--- src/sv/assert_macros.svh ---
// ----------------------------------------------------------------------------
// assert_macros
// Assertion helpers shared by the RTL files.
// ----------------------------------------------------------------------------
// Each macro expects clk in scope where used; SDX_ASSERT also needs rst_n.
`ifndef ASSERT_MACROS_SVH
`define ASSERT_MACROS_SVH

// Clocked check, switched off while reset is applied.
`define SDX_ASSERT(label, prop, msg) \
  label: assert property (@(posedge clk) disable iff (!rst_n) prop) else $error(msg);

// Clocked check that also holds through reset.
`define SDX_ASSERT_ALWAYS(label, prop, msg) \
  label: assert property (@(posedge clk) prop) else $error(msg);

`endif

--- src/sv/sdx_pkg.sv ---
// ----------------------------------------------------------------------------
// sdx_pkg
// Types, character constants and the letter class table of the Soundex encoder.
// ----------------------------------------------------------------------------
`default_nettype none

package sdx_pkg;

  typedef logic [7:0] sdx_byte_t;

  typedef struct packed {
    sdx_byte_t ch;
    logic      last;
    logic      empty_word;
  } sdx_item_t;

  typedef struct packed {
    sdx_byte_t letter;
    sdx_byte_t code_one;
    sdx_byte_t code_two;
    sdx_byte_t code_three;
  } sdx_result_t;

  localparam int unsigned SDX_SLOTS = 3;

  localparam sdx_byte_t CLS_1     = 8'h31;  // '1'
  localparam sdx_byte_t CLS_2     = 8'h32;  // '2'
  localparam sdx_byte_t CLS_3     = 8'h33;  // '3'
  localparam sdx_byte_t CLS_4     = 8'h34;  // '4'
  localparam sdx_byte_t CLS_5     = 8'h35;  // '5'
  localparam sdx_byte_t CLS_6     = 8'h36;  // '6'
  localparam sdx_byte_t CLS_VOWEL = 8'h61;  // 'a'
  localparam sdx_byte_t CLS_SKIP  = 8'h68;  // 'h'
  localparam sdx_byte_t CLS_BAD   = 8'h3F;  // '?'
  localparam sdx_byte_t PAD_CHAR  = 8'h30;  // '0'

  localparam sdx_byte_t PRINT_LO  = 8'h20;
  localparam sdx_byte_t PRINT_HI  = 8'h7E;
  localparam sdx_byte_t UPPER_A   = 8'h41;
  localparam sdx_byte_t UPPER_Z   = 8'h5A;
  localparam sdx_byte_t LOWER_A   = 8'h61;
  localparam sdx_byte_t LOWER_Z   = 8'h7A;
  localparam sdx_byte_t CASE_BIT  = 8'h20;

  function automatic sdx_byte_t sdx_class(input sdx_byte_t c);
    sdx_byte_t l;
    sdx_byte_t r;
    l = (c >= UPPER_A && c <= UPPER_Z) ? (c | CASE_BIT) : c;
    case (l)
      8'h62, 8'h66, 8'h70, 8'h76:                       r = CLS_1;  // b f p v
      8'h63, 8'h67, 8'h6A, 8'h6B,
      8'h71, 8'h73, 8'h78, 8'h7A:                       r = CLS_2;  // c g j k q s x z
      8'h64, 8'h74:                                     r = CLS_3;  // d t
      8'h6C:                                            r = CLS_4;  // l
      8'h6D, 8'h6E:                                     r = CLS_5;  // m n
      8'h72:                                            r = CLS_6;  // r
      8'h61, 8'h65, 8'h69, 8'h6F, 8'h75, 8'h79:         r = CLS_VOWEL;
      default:                                          r = CLS_SKIP;
    endcase
    if (c < PRINT_LO || c > PRINT_HI) begin
      r = CLS_BAD;
    end
    return r;
  endfunction

endpackage

`default_nettype wire

--- src/sv/sdx_if.sv ---
// ----------------------------------------------------------------------------
// sdx_if
// Valid/ready channels of the Soundex encoder: byte input and code output.
// ----------------------------------------------------------------------------
`default_nettype none

interface sdx_in_if;
  logic       valid;
  logic       ready;
  logic [7:0] ch;
  logic       last;
  logic       empty_word;

  modport source (output valid, output ch, output last, output empty_word, input ready);
  modport sink   (input valid, input ch, input last, input empty_word, output ready);
endinterface

interface sdx_out_if;
  logic       valid;
  logic       ready;
  logic [7:0] letter;
  logic [7:0] code_one;
  logic [7:0] code_two;
  logic [7:0] code_three;

  modport source (output valid, output letter, output code_one, output code_two,
                  output code_three, input ready);
  modport sink   (input valid, input letter, input code_one, input code_two,
                  input code_three, output ready);
endinterface

`default_nettype wire

--- src/sv/soundex_encoder.sv ---
// ----------------------------------------------------------------------------
// soundex_encoder
// Four-character Soundex code of a word streamed one byte per transfer.
// ----------------------------------------------------------------------------
// Usage:
//   in_bus  : one byte per transfer (ch), last marks the final byte of a word,
//             empty_word gives an all-zero code and drops any partial word.
//   out_bus : one code per word (letter, code_one..code_three), handed over
//             on the transfer that carries last or empty_word.
//   Path    : a byte is held in the input register and is folded into the
//             word state as it leaves; the code of a final byte is loaded
//             into the result register at that same edge and is offered
//             on out_bus from there.
//   Rate    : one byte per cycle unless a final byte stalls (see Stall), set
//             by the combinational class lookup and state update.
//   Stall   : while a code waits in the result register, non-final bytes keep
//             flowing; a final byte waits in the input register until the
//             result register frees, and in_bus.ready then drops.
//   Reset   : rst_n low clears both valid flags and the core's in-word flag.
// ----------------------------------------------------------------------------
`default_nettype none

`include "assert_macros.svh"

module soundex_encoder import sdx_pkg::*; #(
  parameter int unsigned CODE_DIGITS = 3
) (
  input  wire logic clk,
  input  wire logic rst_n,
  sdx_in_if.sink    in_bus,
  sdx_out_if.source out_bus
);

  logic        s1_valid;
  sdx_item_t   s1_item;
  logic        s1_emit;
  logic        s1_take;
  logic        out_space;
  sdx_result_t core_res;

  assign s1_emit = s1_item.last || s1_item.empty_word;
  assign s1_take = s1_valid && (!s1_emit || out_space);

  sdx_in_stage u_in (
    .clk    (clk),
    .rst_n  (rst_n),
    .in_bus (in_bus),
    .take   (s1_take),
    .valid  (s1_valid),
    .item   (s1_item)
  );

  sdx_core #(
    .CODE_DIGITS (CODE_DIGITS)
  ) u_core (
    .clk   (clk),
    .rst_n (rst_n),
    .fire  (s1_take),
    .item  (s1_item),
    .res   (core_res)
  );

  sdx_out_stage u_out (
    .clk     (clk),
    .rst_n   (rst_n),
    .load    (s1_take && s1_emit),
    .res     (core_res),
    .space   (out_space),
    .out_bus (out_bus)
  );

  `SDX_ASSERT(a_code_follows_word, s1_take && s1_emit |=> out_bus.valid, "code lost")

endmodule

`default_nettype wire

--- src/sv/sdx_in_stage.sv ---
// ----------------------------------------------------------------------------
// sdx_in_stage
// Input register: captures one byte transfer and holds it until consumed.
// ----------------------------------------------------------------------------
`default_nettype none

module sdx_in_stage import sdx_pkg::*; (
  input  wire logic      clk,
  input  wire logic      rst_n,
  sdx_in_if.sink         in_bus,
  input  wire logic      take,
  output logic           valid,
  output sdx_item_t      item
);

  logic      valid_r;
  logic      valid_nxt;
  sdx_item_t item_r;
  logic      load;

  assign in_bus.ready = !valid_r || take;
  assign load         = in_bus.valid && in_bus.ready;

  always_comb begin
    valid_nxt = valid_r;
    if (load) begin
      valid_nxt = 1'b1;
    end else if (take) begin
      valid_nxt = 1'b0;
    end
  end

  always_ff @(posedge clk) begin
    if (!rst_n) begin
      valid_r <= 1'b0;
    end else begin
      valid_r <= valid_nxt;
    end
  end

  always_ff @(posedge clk) begin
    if (load) begin
      item_r <= '{ch: in_bus.ch, last: in_bus.last, empty_word: in_bus.empty_word};
    end
  end

  assign valid = valid_r;
  assign item  = item_r;

endmodule

`default_nettype wire

--- src/sv/sdx_core.sv ---
// ----------------------------------------------------------------------------
// sdx_core
// Word state and code builder: classes one byte, merges repeats, forms result.
// ----------------------------------------------------------------------------
`default_nettype none

`include "assert_macros.svh"

module sdx_core import sdx_pkg::*; #(
  parameter int unsigned CODE_DIGITS = 3
) (
  input  wire logic      clk,
  input  wire logic      rst_n,
  input  wire logic      fire,
  input  wire sdx_item_t item,
  output sdx_result_t    res
);

  localparam int unsigned CW = $clog2(CODE_DIGITS + 1);

  logic              in_word_r, in_word_nxt;
  sdx_byte_t         letter_r,  letter_nxt;
  sdx_byte_t         prev_r,    prev_nxt;
  logic [CW-1:0]     count_r,   count_nxt;
  sdx_byte_t [SDX_SLOTS-1:0] codes_r, codes_nxt;

  sdx_byte_t cls;
  logic      emit;

  assign cls  = sdx_class(item.ch);
  assign emit = item.last || item.empty_word;

  always_comb begin
    in_word_nxt = in_word_r;
    letter_nxt  = letter_r;
    prev_nxt    = prev_r;
    count_nxt   = count_r;
    codes_nxt   = codes_r;
    res         = '0;
    if (!item.empty_word) begin
      if (!in_word_r) begin
        in_word_nxt = 1'b1;
        if (cls == CLS_BAD) begin
          letter_nxt = item.ch;
        end else if (item.ch >= LOWER_A && item.ch <= LOWER_Z) begin
          letter_nxt = item.ch & ~CASE_BIT;
        end else begin
          letter_nxt = item.ch;
        end
        prev_nxt  = cls;
        count_nxt = '0;
        for (int k = 0; k < SDX_SLOTS; k++) begin
          codes_nxt[k] = PAD_CHAR;
        end
      end else if (letter_r != '0 && count_r < CW'(CODE_DIGITS)) begin
        if (cls == CLS_VOWEL) begin
          prev_nxt = cls;
        end else if (cls != CLS_SKIP && cls != prev_r) begin
          for (int k = 0; k < SDX_SLOTS; k++) begin
            if (4'(count_r) == 4'(k)) begin
              codes_nxt[k] = cls;
            end
          end
          count_nxt = count_r + 1'b1;
          prev_nxt  = cls;
        end
      end
      if (letter_nxt != '0) begin
        res = '{letter: letter_nxt, code_one: codes_nxt[0], code_two: codes_nxt[1],
                code_three: codes_nxt[2]};
      end
    end
    if (emit) begin
      in_word_nxt = 1'b0;
    end
  end

  always_ff @(posedge clk) begin
    if (!rst_n) begin
      in_word_r <= 1'b0;
    end else if (fire) begin
      in_word_r <= in_word_nxt;
    end
  end

  always_ff @(posedge clk) begin
    if (fire) begin
      letter_r <= letter_nxt;
      prev_r   <= prev_nxt;
      count_r  <= count_nxt;
      codes_r  <= codes_nxt;
    end
  end

  `SDX_ASSERT(a_empty_gives_zero, fire && item.empty_word |-> res == '0, "empty word not zero")
  `SDX_ASSERT(a_word_closed, fire && emit |=> !in_word_r, "word state open after result")

endmodule

`default_nettype wire

--- src/sv/sdx_out_stage.sv ---
// ----------------------------------------------------------------------------
// sdx_out_stage
// Result register: holds one code until the receiver takes the transfer.
// ----------------------------------------------------------------------------
`default_nettype none

module sdx_out_stage import sdx_pkg::*; (
  input  wire logic        clk,
  input  wire logic        rst_n,
  input  wire logic        load,
  input  wire sdx_result_t res,
  output logic             space,
  sdx_out_if.source        out_bus
);

  logic        valid_r;
  logic        valid_nxt;
  sdx_result_t res_r;

  assign space = !valid_r || out_bus.ready;

  always_comb begin
    valid_nxt = valid_r;
    if (load) begin
      valid_nxt = 1'b1;
    end else if (out_bus.ready) begin
      valid_nxt = 1'b0;
    end
  end

  always_ff @(posedge clk) begin
    if (!rst_n) begin
      valid_r <= 1'b0;
    end else begin
      valid_r <= valid_nxt;
    end
  end

  always_ff @(posedge clk) begin
    if (load) begin
      res_r <= res;
    end
  end

  assign out_bus.valid      = valid_r;
  assign out_bus.letter     = res_r.letter;
  assign out_bus.code_one   = res_r.code_one;
  assign out_bus.code_two   = res_r.code_two;
  assign out_bus.code_three = res_r.code_three;

endmodule

`default_nettype wire
--- src/flat_wrapper.sv ---
// flat-port wrapper written by rule: the top's interface ports become plain ports
module soundex_encoder_flat import sdx_pkg::*;
#(
  parameter int unsigned CODE_DIGITS = 3
)
  (clk, rst_n, in_bus_valid, in_bus_ch, in_bus_last, in_bus_empty_word, in_bus_ready, out_bus_valid, out_bus_letter, out_bus_code_one, out_bus_code_two, out_bus_code_three, out_bus_ready);
  sdx_in_if in_bus_i ();
  sdx_out_if out_bus_i ();
  input  wire logic clk;
  input  wire logic rst_n;
  input wire logic [$bits(in_bus_i.valid)-1:0] in_bus_valid;
  input wire logic [$bits(in_bus_i.ch)-1:0] in_bus_ch;
  input wire logic [$bits(in_bus_i.last)-1:0] in_bus_last;
  input wire logic [$bits(in_bus_i.empty_word)-1:0] in_bus_empty_word;
  output wire logic [$bits(in_bus_i.ready)-1:0] in_bus_ready;
  output wire logic [$bits(out_bus_i.valid)-1:0] out_bus_valid;
  output wire logic [$bits(out_bus_i.letter)-1:0] out_bus_letter;
  output wire logic [$bits(out_bus_i.code_one)-1:0] out_bus_code_one;
  output wire logic [$bits(out_bus_i.code_two)-1:0] out_bus_code_two;
  output wire logic [$bits(out_bus_i.code_three)-1:0] out_bus_code_three;
  input wire logic [$bits(out_bus_i.ready)-1:0] out_bus_ready;
  assign in_bus_i.valid = in_bus_valid;
  assign in_bus_i.ch = in_bus_ch;
  assign in_bus_i.last = in_bus_last;
  assign in_bus_i.empty_word = in_bus_empty_word;
  assign in_bus_ready = in_bus_i.ready;
  assign out_bus_valid = out_bus_i.valid;
  assign out_bus_letter = out_bus_i.letter;
  assign out_bus_code_one = out_bus_i.code_one;
  assign out_bus_code_two = out_bus_i.code_two;
  assign out_bus_code_three = out_bus_i.code_three;
  assign out_bus_i.ready = out_bus_ready;
  soundex_encoder #(.CODE_DIGITS(CODE_DIGITS)) u_core (.clk(clk), .rst_n(rst_n), .in_bus(in_bus_i), .out_bus(out_bus_i));
endmodule
--- config.mk ---
export PLATFORM = sky130hd
export DESIGN_NAME = soundex_encoder_flat
export DESIGN_NICKNAME = d
export VERILOG_FILES = /design/src/sv/sdx_pkg.sv /design/src/sv/sdx_if.sv /design/src/sv/soundex_encoder.sv /design/src/sv/sdx_in_stage.sv /design/src/sv/sdx_core.sv /design/src/sv/sdx_out_stage.sv /design/src/flat_wrapper.sv
export VERILOG_INCLUDE_DIRS = /design/src /design/src/sv
export SDC_FILE = /design/constraint.sdc
export NUM_CORES = 1
export LEC_CHECK = 0
export ABC_AREA = 1
export BUFFER_PORTS_ARGS = -buffer_cell sky130_fd_sc_hd__buf_4
export CORE_MARGIN = 1
export CORE_UTILIZATION = 47
export CTS_BUF_LIST = sky130_fd_sc_hd__clkbuf_8
export DETAILED_ROUTE_END_ITERATION = 8
export GPL_ROUTABILITY_DRIVEN = 0
export PLACE_DENSITY = 0.73
export SLEW_MARGIN = 30
export SYNTH_ARGS = -nofsm -noshare
export SYNTH_HDL_FRONTEND = slang
export SYNTH_HIERARCHICAL = 1
export SYNTH_SLANG_ARGS = --single-unit
export TNS_END_PERCENT = 50
--- constraint.sdc ---
create_clock -name clk -period 5 [get_ports clk]
set_input_delay 0.75 -clock clk [delete_from_list [all_inputs] [get_ports clk]]
set_output_delay 0.75 -clock clk [all_outputs]
set_load 0.05 [all_outputs]
==> results.json <==
{
  "path_class": "flip-flop to flip-flop",
  "diodes": 0,
  "dieHeight_um": 96.4,
  "synth_xor_area_frac": 0,
  "grt_start_max_net_pins": 35,
  "drc_errors": 0,
  "powerDensity_nw_per_um2": 318,
  "final_cell_area_um2": 4840,
  "clock_skew_ns": 0.0187,
  "cts_tree": "done",
  "syn_avg_cell_area_um2": 9.86,
  "ys_warn_count": 6,
  "max_slew.worst_pin.slew_ns": 0.889,
  "cts_resized": 0,
  "fillers": 771,
  "crit_fanout": 32,
  "grt_pass1_vias": 2750,
  "place_inst": 573,
  "cts-root-buf": "clkbuf_8",
  "min-delay-path-class": "flip-flop to flip-flop",
  "slew_viol_final": 0,
  "cp.arrival_ns": 3.46,
  "cts_buffers": 9,
  "synth_seq_cells": 85,
  "period_needed_ns": 3.33,
  "syn_area_um2": 4190,
  "synth_top_family_by_area": "simple AND/OR/NAND/NOR gates",
  "ir_drop_mv": 0.214,
  "synth-compound-area-share": 0.0352,
  "yosys.area_share.simple": 0.258,
  "place_ws_ns": 1.23,
  "dpl-instance-area_um2": 4640,
  "clock-sinks": 85,
  "setup_slack_ns": 1.67,
  "cp.required_ns": 5.13,
  "hold_buffers": 0,
  "cts_setup_buffers": 0,
  "synth_fp_nets": 443,
  "synthFlopType": "edfxtp_1",
  "slowest_stage": "dfxtp_2",
  "wl_per_cell_um": 13.1,
  "critical_path_buf_inv_count": 4,
  "finalHoldViolations": 0,
  "slowest_delay_ns": 0.69,
  "coreArea_um2": 8680,
  "maxCapViolCount": 0,
  "dieArea_um2": 9300,
  "h-tree-depth": 3,
  "cp-end-kind": "flip-flop",
  "synth.top_cell.area_share": 0.588,
  "syn_inst": 425,
  "holdWs_ns": 0.497,
  "via_per_inst": 4.99,
  "antenna_found_initial": 0,
  "slew_headroom": 0.407,
  "syn2layout_area_growth_pct": 15.6,
  "die_w_um": 96.4,
  "instances_no_fill": 589,
  "yosysUniqueCellTypes": 35,
  "totalNegativeSetupSlack_ns": 0,
  "clk_pin_slew_ns": 0.09,
  "status": "finished, final reports clean",
  "finalSetupViolations": 0,
  "period_share": 0.666,
  "hpwl_um": 5460,
  "grt_use_total": 0.184,
  "final_layout_size_suffix_gt1_frac": 0.241,
  "yosysTopAreaCell": "edfxtp_1",
  "vias": 2939,
  "wl_um": 7700,
  "drtPass1Iterations": 4,
  "final_cell_mix": "inv_1, edfxtp_1, nand2_1, nor2_1, buf_4",
  "synth_fa_ha_area_frac": 0.0119,
  "grt_pass1_wl_um": 12800,
  "grt_overflow_total": 0,
  "leakage_nw": 2.21,
  "synthArstFlopShare": 0,
  "cp_common_cell": "inv_1",
  "synth.mux.area_fraction": 0,
  "cts_buffer_depth": 2,
  "drtIter0Drc": 134,
  "fmax_mhz": 300,
  "start_kind": "flip-flop",
  "synth_enable_flop_cells": 82,
  "fp-row-count": 34,
  "io_buffers": 47,
  "antenna_left": 0,
  "initial_core_util": 0.483,
  "worstPathCellList": "inv_1 > or2_2 > o21ai_0 > inv_1 > nor4_1 > nand4_1 > o21ai_2 > inv_1 > nand2_1 > inv_1",
  "ys_seq_area_frac": 0.602,
  "synthTopCellsByArea": "edfxtp_1, inv_1, nand2_1",
  "final_nets": 494,
  "critPathTopFamily": "simple AND/OR/NAND/NOR gates",
  "clkLatencyLatePin_ns": 0.37,
  "pin_count": 48,
  "rsz0062_at_grt": "false",
  "r2r_setup_slack_ns": 1.67
}
-- Yosys cell counts, types with 5 or more instances --
cell,count
or2_2,6
nor2_4,5
nand3_1,37
nand4_1,10
nand2_2,14
o21ai_0,10
nand3b_1,5
nor2_1,51
nor2_2,5
nor3_1,7
a21oi_1,6
edfxtp_1,82
inv_1,82
nand2_1,64
inv_2,6
-- cell type report --
| class | instances | area, um^2 | area share |
|---|---|---|---|
| clock buffer | 9 | 124 | 0.0256 |
| clock inverter | 7 | 78.8 | 0.0163 |
| inverter | 88 | 330 | 0.0682 |
| multi-input combinational | 243 | 1280 | 0.265 |
| sequential | 85 | 2520 | 0.521 |
| tap | 108 | 135 | 0.0279 |
| timing repair buffer | 49 | 368 | 0.0759 |
-- through the flow --
stage,power [mW],utilization
2_1_floorplan,1.00,-
3_3_place_gp,1.05,0.535
3_5_place_dp,1.06,0.535
4_1_cts,1.56,0.558
5_1_grt,1.61,0.558
6_report,1.54,0.558
-- where the power goes --
group,internal [mW],switching [mW],total [mW]
clock,0.237,0.262,0.499
sequential,0.817,0.0210,0.838
combinational,0.0577,0.146,0.203
-- flip-flops by register name, indices dropped and copies added, names as in the netlist --
name / flops
u_core/u_core/prev_r: 6
u_core/u_in/valid: 1
u_core/u_core/in_word_r: 1
u_core/u_in/item: 10
u_core/u_core/letter_r: 8
u_core/u_out/out_bus.code_two: 8
u_core/u_out/out_bus.letter: 8
u_core/u_out/out_bus.code_one: 8
u_core/u_out/out_bus.valid: 1
u_core/u_core/count_r: 2
u_core/u_out/out_bus.code_three: 8
u_core/u_core/codes_r: 24
-- worst reg2reg max path: cells and delay by family, from the launching register on --
| kind | cells | cell delay, ns |
|---|---|---|
| compound gates | 2 | 0.74 |
| buf+inv | 4 | 0.75 |
| flops | 1 | 0.69 |
| simple gates | 4 | 0.92 |
-- logic make-up after synthesis --
group           count (synthesis)
fa+ha+maj                       4
flops                          85
compound gates                 24
buf+inv                        97
simple gates                  215
-- metal layers --
metal,part of all wire,up-vias,routed length (um),track usage
li1,-,1486,-,-
met2,0.50,71,3820,0.304
met3,0.047,9,362,0.0352
met5,0,-,0,0
met4,0.014,0,108,0.0870
met1,0.44,1373,3410,0.235
-- worst paths after layout --
path,start,end,depth (start not counted)
hold / removal,u_core/u_in/valid,u_core/u_in/valid,2
setup / recovery,u_core/u_core/in_word_r,u_core/u_out/out_bus.code_two[4],10
setup reg to reg,u_core/u_core/in_word_r,u_core/u_out/out_bus.code_two[4],10
hold reg to reg,u_core/u_in/valid,u_core/u_in/valid,2
Power figures use the tool's default switching activity.
